<file path="src/ntsa_pkg.sv">
// ----------------------------------------------------------------------------
// ntsa_pkg: shared types and constants of the NxN tile source address unit
// Field widths, register indexes, setup states and the structs handed along
// the remainder chain.
// ----------------------------------------------------------------------------
`default_nettype none

package ntsa_pkg;

   // Limits and field widths
   localparam int MAX_DIM    = 4096;
   localparam int MAX_TILES  = 256;
   localparam int COORD_W    = 12;
   localparam int DIM_W      = 13;
   localparam int TILES_W    = 9;
   localparam int INDEX_W    = 24;
   localparam int EXTRA_W    = 8;
   localparam int CSR_ADDR_W = 2;
   localparam int CSR_DATA_W = DIM_W;
   localparam int DIV_STEPS  = DIM_W;
   localparam int CNT_W      = 4;
   localparam int REM_CELLS  = COORD_W;
   localparam int PROD_W     = 2 * DIM_W;

   typedef logic [COORD_W-1:0]    ntsa_coord_type;
   typedef logic [DIM_W-1:0]      ntsa_dim_type;
   typedef logic [TILES_W-1:0]    ntsa_tiles_type;
   typedef logic [EXTRA_W-1:0]    ntsa_extra_type;
   typedef logic [INDEX_W-1:0]    ntsa_index_type;
   typedef logic [CSR_ADDR_W-1:0] ntsa_csr_addr_type;
   typedef logic [CNT_W-1:0]      ntsa_cnt_type;
   typedef logic [PROD_W-1:0]     ntsa_prod_type;

   // Register indexes
   localparam ntsa_csr_addr_type CSR_TILES  = ntsa_csr_addr_type'(0);
   localparam ntsa_csr_addr_type CSR_WIDTH  = ntsa_csr_addr_type'(1);
   localparam ntsa_csr_addr_type CSR_HEIGHT = ntsa_csr_addr_type'(2);

   // Register reset values and clamp bounds
   localparam ntsa_tiles_type TILES_RESET  = ntsa_tiles_type'(2);
   localparam ntsa_dim_type   WIDTH_RESET  = ntsa_dim_type'(640);
   localparam ntsa_dim_type   HEIGHT_RESET = ntsa_dim_type'(480);
   localparam ntsa_tiles_type TILES_MIN    = ntsa_tiles_type'(1);
   localparam ntsa_tiles_type TILES_MAX    = ntsa_tiles_type'(MAX_TILES);
   localparam ntsa_dim_type   DIM_MAX      = ntsa_dim_type'(MAX_DIM);

   // Setup sequencer states
   typedef enum logic [1:0] {
      ST_LOAD,
      ST_DIV,
      ST_MUL,
      ST_RUN
   } ntsa_state_type;

   // Tiling geometry derived from the registers
   typedef struct packed {
      ntsa_tiles_type n;
      ntsa_dim_type   w;
      ntsa_dim_type   h;
      ntsa_dim_type   big_r;
      ntsa_dim_type   small_r;
      ntsa_dim_type   split_r;
      ntsa_dim_type   big_c;
      ntsa_dim_type   small_c;
      ntsa_dim_type   split_c;
   } ntsa_geom_type;

   // One axis of a remainder in progress
   typedef struct packed {
      ntsa_dim_type   rem;
      ntsa_coord_type dvd;
      ntsa_dim_type   div;
   } ntsa_axis_type;

   // One request as it travels down the chain
   typedef struct packed {
      ntsa_axis_type row;
      ntsa_axis_type col;
      logic          oor;
   } ntsa_item_type;

endpackage

`default_nettype wire

</file>
<file path="src/ntsa_setup.sv">
// ----------------------------------------------------------------------------
// ntsa_setup: configuration registers and tiling geometry
// Holds the registers and, after reset or any write, derives tile sizes and
// split points for both axes with a serial restoring divider.
// ----------------------------------------------------------------------------
`default_nettype none

module ntsa_setup (
   input  logic                          clock,
   input  logic                          reset,
   input  logic                          csr_we,
   input  ntsa_pkg::ntsa_csr_addr_type   csr_index,
   input  logic [ntsa_pkg::CSR_DATA_W-1:0] csr_wdata,
   output ntsa_pkg::ntsa_geom_type       geom,
   output logic                          geom_ok
);

   ntsa_pkg::ntsa_tiles_type tiles_ff, tiles_in;
   ntsa_pkg::ntsa_dim_type   width_ff, width_in;
   ntsa_pkg::ntsa_dim_type   height_ff, height_in;
   ntsa_pkg::ntsa_state_type state_ff, state_in;
   ntsa_pkg::ntsa_cnt_type   cnt_ff, cnt_in;

   ntsa_pkg::ntsa_tiles_type n_ff, n_in;
   ntsa_pkg::ntsa_dim_type   w_ff, w_in;
   ntsa_pkg::ntsa_dim_type   h_ff, h_in;
   ntsa_pkg::ntsa_dim_type   dvd_h_ff, dvd_h_in, dvd_w_ff, dvd_w_in;
   ntsa_pkg::ntsa_extra_type rem_h_ff, rem_h_in, rem_w_ff, rem_w_in;
   ntsa_pkg::ntsa_dim_type   quo_h_ff, quo_h_in, quo_w_ff, quo_w_in;
   ntsa_pkg::ntsa_dim_type   big_h_ff, big_h_in, big_w_ff, big_w_in;
   ntsa_pkg::ntsa_dim_type   small_h_ff, small_h_in, small_w_ff, small_w_in;
   ntsa_pkg::ntsa_dim_type   split_h_ff, split_h_in, split_w_ff, split_w_in;

   logic load_en, div_en, mul_en;

   ntsa_pkg::ntsa_tiles_type n_clamp;
   ntsa_pkg::ntsa_dim_type   w_clamp, h_clamp;
   ntsa_pkg::ntsa_tiles_type part_h, part_w;
   logic                     ge_h, ge_w;
   ntsa_pkg::ntsa_dim_type   big_h, big_w;
   logic [ntsa_pkg::EXTRA_W+ntsa_pkg::DIM_W-1:0] prod_h, prod_w;

   // Take register writes
   always_comb begin
      tiles_in  = tiles_ff;
      width_in  = width_ff;
      height_in = height_ff;
      if (csr_we) begin
         case (csr_index)
            ntsa_pkg::CSR_TILES:  tiles_in  = csr_wdata[ntsa_pkg::TILES_W-1:0];
            ntsa_pkg::CSR_WIDTH:  width_in  = csr_wdata;
            ntsa_pkg::CSR_HEIGHT: height_in = csr_wdata;
            default: ;
         endcase
      end
   end

   // Next state: restart the derivation on every write
   always_comb begin
      case (state_ff)
         ntsa_pkg::ST_LOAD: state_in = ntsa_pkg::ST_DIV;
         ntsa_pkg::ST_DIV: begin
            if (cnt_ff == ntsa_pkg::ntsa_cnt_type'(ntsa_pkg::DIV_STEPS - 1)) begin
               state_in = ntsa_pkg::ST_MUL;
            end else begin
               state_in = ntsa_pkg::ST_DIV;
            end
         end
         ntsa_pkg::ST_MUL: state_in = ntsa_pkg::ST_RUN;
         ntsa_pkg::ST_RUN: state_in = ntsa_pkg::ST_RUN;
         default:          state_in = ntsa_pkg::ST_LOAD;
      endcase
      if (csr_we) begin
         state_in = ntsa_pkg::ST_LOAD;
      end
   end

   // State outputs
   always_comb begin
      load_en = 1'b0;
      div_en  = 1'b0;
      mul_en  = 1'b0;
      geom_ok = 1'b0;
      case (state_ff)
         ntsa_pkg::ST_LOAD: load_en = 1'b1;
         ntsa_pkg::ST_DIV:  div_en  = 1'b1;
         ntsa_pkg::ST_MUL:  mul_en  = 1'b1;
         ntsa_pkg::ST_RUN:  geom_ok = 1'b1;
         default: ;
      endcase
   end

   // Clamp the factor to its range and the dimensions to the maximum
   always_comb begin
      if (tiles_ff == '0) begin
         n_clamp = ntsa_pkg::TILES_MIN;
      end else if (tiles_ff > ntsa_pkg::TILES_MAX) begin
         n_clamp = ntsa_pkg::TILES_MAX;
      end else begin
         n_clamp = tiles_ff;
      end
      w_clamp = (width_ff > ntsa_pkg::DIM_MAX) ? ntsa_pkg::DIM_MAX : width_ff;
      h_clamp = (height_ff > ntsa_pkg::DIM_MAX) ? ntsa_pkg::DIM_MAX : height_ff;
   end

   // One restoring step per axis: dimension / n
   always_comb begin
      part_h = {rem_h_ff, dvd_h_ff[ntsa_pkg::DIM_W-1]};
      part_w = {rem_w_ff, dvd_w_ff[ntsa_pkg::DIM_W-1]};
      ge_h   = (part_h >= n_ff);
      ge_w   = (part_w >= n_ff);
   end

   // Tile size, smaller tile size and split point
   always_comb begin
      big_h  = quo_h_ff + ntsa_pkg::ntsa_dim_type'(rem_h_ff != '0);
      big_w  = quo_w_ff + ntsa_pkg::ntsa_dim_type'(rem_w_ff != '0);
      prod_h = rem_h_ff * big_h;
      prod_w = rem_w_ff * big_w;
   end

   // Datapath next values
   always_comb begin
      cnt_in     = cnt_ff;
      n_in       = n_ff;
      w_in       = w_ff;
      h_in       = h_ff;
      dvd_h_in   = dvd_h_ff;
      dvd_w_in   = dvd_w_ff;
      rem_h_in   = rem_h_ff;
      rem_w_in   = rem_w_ff;
      quo_h_in   = quo_h_ff;
      quo_w_in   = quo_w_ff;
      big_h_in   = big_h_ff;
      big_w_in   = big_w_ff;
      small_h_in = small_h_ff;
      small_w_in = small_w_ff;
      split_h_in = split_h_ff;
      split_w_in = split_w_ff;
      if (load_en) begin
         cnt_in   = '0;
         n_in     = n_clamp;
         w_in     = w_clamp;
         h_in     = h_clamp;
         dvd_h_in = h_clamp;
         dvd_w_in = w_clamp;
         rem_h_in = '0;
         rem_w_in = '0;
         quo_h_in = '0;
         quo_w_in = '0;
      end
      if (div_en) begin
         cnt_in   = cnt_ff + ntsa_pkg::ntsa_cnt_type'(1);
         dvd_h_in = {dvd_h_ff[ntsa_pkg::DIM_W-2:0], 1'b0};
         dvd_w_in = {dvd_w_ff[ntsa_pkg::DIM_W-2:0], 1'b0};
         rem_h_in = ge_h ? ntsa_pkg::ntsa_extra_type'(part_h - n_ff)
                         : ntsa_pkg::ntsa_extra_type'(part_h);
         rem_w_in = ge_w ? ntsa_pkg::ntsa_extra_type'(part_w - n_ff)
                         : ntsa_pkg::ntsa_extra_type'(part_w);
         quo_h_in = {quo_h_ff[ntsa_pkg::DIM_W-2:0], ge_h};
         quo_w_in = {quo_w_ff[ntsa_pkg::DIM_W-2:0], ge_w};
      end
      if (mul_en) begin
         big_h_in   = big_h;
         big_w_in   = big_w;
         // an even split has no smaller tiles: every tile keeps the full size
         small_h_in = (rem_h_ff == '0) ? big_h : big_h - ntsa_pkg::ntsa_dim_type'(1);
         small_w_in = (rem_w_ff == '0) ? big_w : big_w - ntsa_pkg::ntsa_dim_type'(1);
         split_h_in = prod_h[ntsa_pkg::DIM_W-1:0];
         split_w_in = prod_w[ntsa_pkg::DIM_W-1:0];
      end
   end

   // Control registers
   always_ff @(posedge clock) begin
      if (reset) begin
         tiles_ff  <= ntsa_pkg::TILES_RESET;
         width_ff  <= ntsa_pkg::WIDTH_RESET;
         height_ff <= ntsa_pkg::HEIGHT_RESET;
         state_ff  <= ntsa_pkg::ST_LOAD;
         cnt_ff    <= '0;
      end else begin
         tiles_ff  <= tiles_in;
         width_ff  <= width_in;
         height_ff <= height_in;
         state_ff  <= state_in;
         cnt_ff    <= cnt_in;
      end
   end

   // Geometry registers
   always_ff @(posedge clock) begin
      n_ff       <= n_in;
      w_ff       <= w_in;
      h_ff       <= h_in;
      dvd_h_ff   <= dvd_h_in;
      dvd_w_ff   <= dvd_w_in;
      rem_h_ff   <= rem_h_in;
      rem_w_ff   <= rem_w_in;
      quo_h_ff   <= quo_h_in;
      quo_w_ff   <= quo_w_in;
      big_h_ff   <= big_h_in;
      big_w_ff   <= big_w_in;
      small_h_ff <= small_h_in;
      small_w_ff <= small_w_in;
      split_h_ff <= split_h_in;
      split_w_ff <= split_w_in;
   end

   assign geom.n       = n_ff;
   assign geom.w       = w_ff;
   assign geom.h       = h_ff;
   assign geom.big_r   = big_h_ff;
   assign geom.small_r = small_h_ff;
   assign geom.split_r = split_h_ff;
   assign geom.big_c   = big_w_ff;
   assign geom.small_c = small_w_ff;
   assign geom.split_c = split_w_ff;

   // Larger tiles never reach past the end of the axis
   assert property (@(posedge clock) disable iff (reset)
      (state_ff == ntsa_pkg::ST_RUN) |-> (split_h_ff <= h_ff) && (split_w_ff <= w_ff))
      else $error("split point beyond image dimension");

endmodule

`default_nettype wire

</file>
<file path="src/ntsa_cell.sv">
// ----------------------------------------------------------------------------
// ntsa_cell: one step of the remainder chain
// Shifts one dividend bit into the partial remainder of each axis and
// subtracts the divisor where it fits, then hands the request on.
// ----------------------------------------------------------------------------
`default_nettype none

module ntsa_cell (
   input  logic                    clock,
   input  logic                    reset,
   input  logic                    in_valid,
   input  ntsa_pkg::ntsa_item_type in_data,
   output logic                    in_ready,
   output logic                    out_valid,
   output ntsa_pkg::ntsa_item_type out_data,
   input  logic                    out_ready
);

   logic                    valid_ff, valid_in;
   ntsa_pkg::ntsa_item_type data_ff, data_in;
   ntsa_pkg::ntsa_item_type step;

   function automatic ntsa_pkg::ntsa_axis_type rem_step(input ntsa_pkg::ntsa_axis_type a);
      ntsa_pkg::ntsa_axis_type r;
      ntsa_pkg::ntsa_dim_type  part;
      part  = {a.rem[ntsa_pkg::DIM_W-2:0], a.dvd[ntsa_pkg::COORD_W-1]};
      r.div = a.div;
      r.dvd = {a.dvd[ntsa_pkg::COORD_W-2:0], 1'b0};
      r.rem = (part >= a.div) ? part - a.div : part;
      return r;
   endfunction

   // Advance one bit on both axes
   always_comb begin
      step.row = rem_step(in_data.row);
      step.col = rem_step(in_data.col);
      step.oor = in_data.oor;
   end

   // Hold while the next cell is full and stalled
   assign in_ready = !valid_ff || out_ready;

   always_comb begin
      valid_in = in_ready ? in_valid : valid_ff;
      data_in  = (in_valid && in_ready) ? step : data_ff;
   end

   always_ff @(posedge clock) begin
      if (reset) begin
         valid_ff <= 1'b0;
      end else begin
         valid_ff <= valid_in;
      end
   end

   always_ff @(posedge clock) begin
      data_ff <= data_in;
   end

   assign out_valid = valid_ff;
   assign out_data  = data_ff;

   // Partial remainder always stays below a non-zero divisor
   assert property (@(posedge clock) disable iff (reset)
      valid_ff |-> (data_ff.row.rem < data_ff.row.div) && (data_ff.col.rem < data_ff.col.div))
      else $error("partial remainder not below divisor");

endmodule

`default_nettype wire

</file>
<file path="src/ntsa_scale.sv">
// ----------------------------------------------------------------------------
// ntsa_scale: scaling of tile offsets into a linear source index
// Multiplies the offsets by the tiling factor, the source row by the width,
// adds the column and holds the result in the output register.
// ----------------------------------------------------------------------------
`default_nettype none

module ntsa_scale (
   input  logic                    clock,
   input  logic                    reset,
   input  logic                    in_valid,
   input  ntsa_pkg::ntsa_item_type in_data,
   output logic                    in_ready,
   input  ntsa_pkg::ntsa_geom_type geom,
   output logic                    rsp_valid,
   input  logic                    rsp_ready,
   output ntsa_pkg::ntsa_index_type rsp_src_index,
   output logic                    rsp_out_of_range
);

   // Stage A: source row and column
   logic                   a_valid_ff, a_valid_in;
   ntsa_pkg::ntsa_dim_type a_row_ff, a_row_in, a_col_ff, a_col_in;
   logic                   a_oor_ff, a_oor_in;
   // Stage B: row times width
   logic                    b_valid_ff, b_valid_in;
   ntsa_pkg::ntsa_prod_type b_prod_ff, b_prod_in;
   ntsa_pkg::ntsa_dim_type  b_col_ff, b_col_in;
   logic                    b_oor_ff, b_oor_in;
   // Output register
   logic                     out_valid_ff, out_valid_in;
   ntsa_pkg::ntsa_index_type idx_ff, idx_in;
   logic                     oor_ff, oor_in;

   logic a_ready, b_ready, c_ready;
   logic [ntsa_pkg::TILES_W+ntsa_pkg::COORD_W-1:0] row_prod, col_prod;

   // Ready chain from the output back
   assign c_ready  = !out_valid_ff || rsp_ready;
   assign b_ready  = !b_valid_ff || c_ready;
   assign a_ready  = !a_valid_ff || b_ready;
   assign in_ready = a_ready;

   // Scale offsets by the tiling factor
   always_comb begin
      row_prod   = geom.n * in_data.row.rem[ntsa_pkg::COORD_W-1:0];
      col_prod   = geom.n * in_data.col.rem[ntsa_pkg::COORD_W-1:0];
      a_valid_in = a_ready ? in_valid : a_valid_ff;
      a_row_in   = a_row_ff;
      a_col_in   = a_col_ff;
      a_oor_in   = a_oor_ff;
      if (in_valid && a_ready) begin
         a_row_in = row_prod[ntsa_pkg::DIM_W-1:0];
         a_col_in = col_prod[ntsa_pkg::DIM_W-1:0];
         a_oor_in = in_data.oor;
      end
   end

   // Row times width
   always_comb begin
      b_valid_in = b_ready ? a_valid_ff : b_valid_ff;
      b_prod_in  = b_prod_ff;
      b_col_in   = b_col_ff;
      b_oor_in   = b_oor_ff;
      if (a_valid_ff && b_ready) begin
         b_prod_in = a_row_ff * geom.w;
         b_col_in  = a_col_ff;
         b_oor_in  = a_oor_ff;
      end
   end

   // Add the column, drop to zero outside the image
   always_comb begin
      out_valid_in = c_ready ? b_valid_ff : out_valid_ff;
      idx_in       = idx_ff;
      oor_in       = oor_ff;
      if (b_valid_ff && c_ready) begin
         idx_in = b_oor_ff ? '0 : b_prod_ff[ntsa_pkg::INDEX_W-1:0]
                                  + ntsa_pkg::ntsa_index_type'(b_col_ff);
         oor_in = b_oor_ff;
      end
   end

   always_ff @(posedge clock) begin
      if (reset) begin
         a_valid_ff   <= 1'b0;
         b_valid_ff   <= 1'b0;
         out_valid_ff <= 1'b0;
      end else begin
         a_valid_ff   <= a_valid_in;
         b_valid_ff   <= b_valid_in;
         out_valid_ff <= out_valid_in;
      end
   end

   always_ff @(posedge clock) begin
      a_row_ff  <= a_row_in;
      a_col_ff  <= a_col_in;
      a_oor_ff  <= a_oor_in;
      b_prod_ff <= b_prod_in;
      b_col_ff  <= b_col_in;
      b_oor_ff  <= b_oor_in;
      idx_ff    <= idx_in;
      oor_ff    <= oor_in;
   end

   assign rsp_valid        = out_valid_ff;
   assign rsp_src_index    = idx_ff;
   assign rsp_out_of_range = oor_ff;

   // A coordinate outside the image always reports index zero
   assert property (@(posedge clock) disable iff (reset)
      (out_valid_ff && oor_ff) |-> (idx_ff == '0))
      else $error("out-of-range response with non-zero index");

endmodule

`default_nettype wire

</file>
<file path="src/nxn_tile_source_address_unit.sv">
// ----------------------------------------------------------------------------
// nxn_tile_source_address_unit: NxN tiling source address generator
// For each output pixel coordinate, returns the linear index of the source
// pixel that the NxN tiling places there, or flags a coordinate outside.
// ----------------------------------------------------------------------------
// Usage:
//   Requests (req_out_row, req_out_col) enter on a valid/ready channel; each
//   gives one response (rsp_src_index, rsp_out_of_range) on the rsp channel,
//   in request order.
//   Throughput is one request per cycle while the receiver keeps rsp_ready high
//   and the geometry is ready. A response passes the tile selection register,
//   twelve cells of the remainder chain (one dividend bit per cell), two
//   multiply stages and the output register.
//   The csr port writes tiling factor (index 0), width (1) and height (2).
//   After reset and after every write, the tile geometry is derived by a
//   serial divider (load, 13 divide steps, one multiply);
//   req_ready stays low during that time.
//   When the receiver stalls, each stage holds its request and req_ready
//   falls once the chain is full; bubbles still close up behind a stall.
// ----------------------------------------------------------------------------
`default_nettype none

module nxn_tile_source_address_unit (
   input  logic                             clock,
   input  logic                             reset,
   input  logic                             req_valid,
   output logic                             req_ready,
   input  ntsa_pkg::ntsa_coord_type         req_out_row,
   input  ntsa_pkg::ntsa_coord_type         req_out_col,
   output logic                             rsp_valid,
   input  logic                             rsp_ready,
   output ntsa_pkg::ntsa_index_type         rsp_src_index,
   output logic                             rsp_out_of_range,
   input  logic                             csr_we,
   input  ntsa_pkg::ntsa_csr_addr_type      csr_index,
   input  logic [ntsa_pkg::CSR_DATA_W-1:0]  csr_wdata
);

   ntsa_pkg::ntsa_geom_type geom;
   logic                    geom_ok;

   logic                    entry_valid_ff, entry_valid_in;
   ntsa_pkg::ntsa_item_type entry_ff, entry_in;
   ntsa_pkg::ntsa_item_type pick;
   logic                    entry_ready, accept;

   logic                    chain_valid [0:ntsa_pkg::REM_CELLS];
   ntsa_pkg::ntsa_item_type chain_data  [0:ntsa_pkg::REM_CELLS];
   logic                    chain_ready [0:ntsa_pkg::REM_CELLS];

   // Choose dividend and divisor on one axis: the larger tiles come first
   function automatic ntsa_pkg::ntsa_axis_type axis_pick(
      input ntsa_pkg::ntsa_coord_type c,
      input ntsa_pkg::ntsa_dim_type   big,
      input ntsa_pkg::ntsa_dim_type   small_size,
      input ntsa_pkg::ntsa_dim_type   split,
      input logic                     oor
   );
      ntsa_pkg::ntsa_axis_type a;
      ntsa_pkg::ntsa_dim_type  c_ext;
      c_ext = ntsa_pkg::ntsa_dim_type'(c);
      a.rem = '0;
      if (c_ext < split) begin
         a.dvd = c;
         a.div = big;
      end else begin
         a.dvd = ntsa_pkg::ntsa_coord_type'(c_ext - split);
         a.div = small_size;
      end
      // zero-size tiles and outside coordinates give offset zero
      if (a.div == '0 || oor) begin
         a.dvd = '0;
         a.div = ntsa_pkg::ntsa_dim_type'(1);
      end
      return a;
   endfunction

   ntsa_setup u_setup (
      .clock     (clock),
      .reset     (reset),
      .csr_we    (csr_we),
      .csr_index (csr_index),
      .csr_wdata (csr_wdata),
      .geom      (geom),
      .geom_ok   (geom_ok)
   );

   // Range check and tile selection
   always_comb begin
      pick.oor = (ntsa_pkg::ntsa_dim_type'(req_out_row) >= geom.h)
              || (ntsa_pkg::ntsa_dim_type'(req_out_col) >= geom.w);
      pick.row = axis_pick(req_out_row, geom.big_r, geom.small_r, geom.split_r, pick.oor);
      pick.col = axis_pick(req_out_col, geom.big_c, geom.small_c, geom.split_c, pick.oor);
   end

   // Take a request while the geometry is ready and the entry stage can move
   assign entry_ready = !entry_valid_ff || chain_ready[0];
   assign req_ready   = geom_ok && entry_ready;
   assign accept      = req_valid && req_ready;

   always_comb begin
      entry_valid_in = entry_ready ? accept : entry_valid_ff;
      entry_in       = accept ? pick : entry_ff;
   end

   always_ff @(posedge clock) begin
      if (reset) begin
         entry_valid_ff <= 1'b0;
      end else begin
         entry_valid_ff <= entry_valid_in;
      end
   end

   always_ff @(posedge clock) begin
      entry_ff <= entry_in;
   end

   assign chain_valid[0] = entry_valid_ff;
   assign chain_data[0]  = entry_ff;

   // Remainder chain: one dividend bit per cell
   for (genvar k = 0; k < ntsa_pkg::REM_CELLS; k++) begin : g_cell
      ntsa_cell u_cell (
         .clock     (clock),
         .reset     (reset),
         .in_valid  (chain_valid[k]),
         .in_data   (chain_data[k]),
         .in_ready  (chain_ready[k]),
         .out_valid (chain_valid[k+1]),
         .out_data  (chain_data[k+1]),
         .out_ready (chain_ready[k+1])
      );
   end

   ntsa_scale u_scale (
      .clock            (clock),
      .reset            (reset),
      .in_valid         (chain_valid[ntsa_pkg::REM_CELLS]),
      .in_data          (chain_data[ntsa_pkg::REM_CELLS]),
      .in_ready         (chain_ready[ntsa_pkg::REM_CELLS]),
      .geom             (geom),
      .rsp_valid        (rsp_valid),
      .rsp_ready        (rsp_ready),
      .rsp_src_index    (rsp_src_index),
      .rsp_out_of_range (rsp_out_of_range)
   );

   // A register write always closes the request port while geometry rebuilds
   assert property (@(posedge clock) disable iff (reset)
      csr_we |=> !req_ready)
      else $error("request taken while geometry is being rebuilt");

   // Nothing enters the entry stage without a taken request
   assert property (@(posedge clock) disable iff (reset)
      (!entry_valid_ff && !accept) |=> !entry_valid_ff)
      else $error("entry stage filled without a request");

endmodule

`default_nettype wire

</file>
<file path="config.mk">
export PLATFORM = sky130hd
export DESIGN_NAME = nxn_tile_source_address_unit
export DESIGN_NICKNAME = d
export VERILOG_FILES = /design/src/ntsa_pkg.sv /design/src/ntsa_setup.sv /design/src/ntsa_cell.sv /design/src/ntsa_scale.sv /design/src/nxn_tile_source_address_unit.sv
export SDC_FILE = /design/constraint.sdc
export NUM_CORES = 2
export LEC_CHECK = 0
export BUFFER_PORTS_ARGS = -buffer_cell sky130_fd_sc_hd__buf_2
export CORE_MARGIN = 2
export CORE_UTILIZATION = 59
export DETAILED_ROUTE_END_ITERATION = 7
export PLACE_DENSITY_LB_ADDON = 0.25
export SLEW_MARGIN = 0
export SYNTH_ARGS = -nofsm -noshare
export SYNTH_HDL_FRONTEND = slang
export SYNTH_HIERARCHICAL = 1
export SYNTH_SLANG_ARGS = --single-unit
export TNS_END_PERCENT = 50
</file>
<file path="constraint.sdc">
create_clock -name clock -period 6.2 [get_ports clock]
set_input_delay 0.62 -clock clock [delete_from_list [all_inputs] [get_ports clock]]
set_output_delay 0.62 -clock clock [all_outputs]
set_load 0.05 [all_outputs]
</file>
==> impl_results.md <==
- Outcome: completed
- Fin. Hold Viols: 0
- Vias in the first global route: around 48,000
- Most used cell, CP: fa_1
- Met3 wire len: between 7 and 8 mm
- CP arrival: roughly 6.3 ns
- Vias after detailed routing: ~47,000
- Largest net degree at the start of global routing: 79
- Critical path buffers and inverters: 3
- Clock transition at path regs: approximately 0.060 ns
- RD Place Congestion: ~0.94
- Die Y: around 360 um
- First-pass iteration count of the detailed router: 6
- Met1 Wirelength: 65.7 mm
- Synth-to-Final Area Change: 8.31%
- Drt wl/cell: around 18 um
- Cell Pwr Density: 232 nW/um^2
- Crit path largest cell delay: between 0.5 and 0.6 ns
- Setup crit start kind: register
- Pins Over Slew Limit: 0
- Hold_buf cts: 0
- RSZ-0062 raised after global routing: false
- Slew HR: 0.154
- Remaining DRCs: 0
- Fmax: around 0.17 GHz
- Port Buffers: 70
- Fin nets: between 7,000 and 8,000
- Share of cells above drive strength 1: 0.100
- WL met2: ~73 mm
- Final setup fails: 0
- Uppermost layer routed: met5
- WP data required: approximately 6.7 ns
- Number of vias per cell: around 5.7
- IO Count: 71
- Initial core utilization: 0.594
- Total track usage: 0.241
- Crit-path cells: nor4_1 -> nand2_1 -> ha_1 -> ha_1 -> nand3_1 -> xor2_1 -> inv_2 -> and2_1 -> fa_1 -> fa_1 -> fa_1 -> inv_1 -> fa_1 -> inv_1 -> ha_1 -> a21boi_0 -> o41ai_1 -> o21ai_0 -> xnor3_1
- FP Rows: around 130
- Fin Clk Skew: about 0.028 ns
- Synth warn: 6
- Synth Cell Area: about 73,000 sq um
- Mean Syn Cell Area: 11.4 sq um
- H-tree levels: 3
- Register area: approximately 32,000 sq um
- Final wirelength: roughly 150 mm
- Multi-input logic area: between 30,000 and 40,000 sq um
- Num CTS Buffers: ~110
- Postcts setup bufs: 0
- Leakage: roughly 33 nW
- Die area: 127,000 sq um
- # fillers: about 9,400
- Family with the most delay on the worst path: adder cells
- Worst Hold Class: in2reg
- Setup TNS Final: 0 ns
- Slew @ Worst Pin: 1.26 ns
- Initial antenna violation count: 12
- Core Box Area: ~120,000 sq um
- WS Path Type: reg2reg
- TritonCTS clock tree: yes
- First-pass GRT wire length: 246 mm
- Skew-Pair Late Insertion Delay: about 0.72 ns
- Slowest-stage cell, CP: fa_1
- Overall Power: approximately 18 mW
- DP HPWL: around 110 mm
- Global route overflow: 0
- Synth Instances: 6,438
- Die width: ~360 um
- CP Max Fanout: 10
- Fin crit period: 5.84 ns
- CTS sink cnt: about 1,100
- Initial DRC count: around 3,400
- Max IR drop VDD: ~0.00026 V
- Period utilization: 0.941
- Clk root buf: clkbuf_16
- CTS Buffer Depth: 3
- Max Cap Viol: 0
- Nature of the critical path endpoint: register
- Post-route ant nets: 0
- Cts repair resizes: 0
[through the flow]
| step | utilization | std cells | setup slack (ns) | hold WS, ns | cell area (sq um) |
|---|---|---|---|---|---|
| 6_report | 0.643 | 8303 | 0.365 | 0.145 | 79500 |
| 5_1_grt | 0.643 | 8302 | 0.00336 | 0.111 | 79400 |
| 4_1_cts | 0.643 | 8296 | 0.120 | 0.0982 | 79400 |
| 3_5_place_dp | 0.611 | 8080 | 0.174 | 0.405 | 75500 |
| 3_3_place_gp | 0.611 | 8080 | 0.335 | 0.401 | 75500 |
| 2_1_floorplan | - | 6486 | 0.448 | 0.400 | 73500 |
[flip-flops by register name, summed over array words and instances, names as in the netlist, 24 cells and up]
register / count
g_cell.u_cell/out_data: 718
chain_data: 51
u_scale/b_prod_ff: 24
u_scale/rsp_src_index: 24
[cell usage in the layout (no fill, tap or decap), types with 113 or more instances in the layout]
cell,n
xor2_1,119
fa_1,325
nand3_1,118
ha_1,547
a21o_1,113
nor2_1,337
and2_1,289
inv_1,891
clkbuf_16,115
nand2_1,448
xnor2_1,197
o21ai_0,173
a21oi_1,291
edfxtp_1,1038
[where the power goes]
group	switching [mW]	leakage (nW)	internal, mW
combinational	1.81	21.0	1.27
sequential	0.0853	10.1	8.23
clock	2.90	1.87	4.14
[cell type report]
cell class	count	share of cell area
multi-input cells	4329	0.466
well taps	1637	0.0258
flip-flops and latches	1097	0.407
inverters	897	0.0424
diodes	7	0.000220
clock inverters	78	0.0114
clock buffers	138	0.0378
repair buffers	120	0.00913
[final timing paths]
path | from | endpoint | slack, ns | depth (start not counted)
setup / recovery | u_setup/rem_w_ff[7] | u_setup/split_w_ff[12] | 0.36 | 19
hold / removal | csr_wdata[1] | u_setup/tiles_ff[1] | 0.15 | 2
setup reg to reg | u_setup/rem_w_ff[7] | u_setup/split_w_ff[12] | 0.36 | 19
hold reg to reg | g_cell[4].u_cell/out_data[57] | g_cell[5].u_cell/out_data[58] | 0.41 | 0
[routing by layer]
metal / track usage / vias to the layer above
met5: 0 / -
met4: 0.0814 / 6
met3: 0.0329 / 277
met2: 0.411 / 1094
met1: 0.318 / 22979
li1: - / 22767
Power figures use the tool's default switching activity.
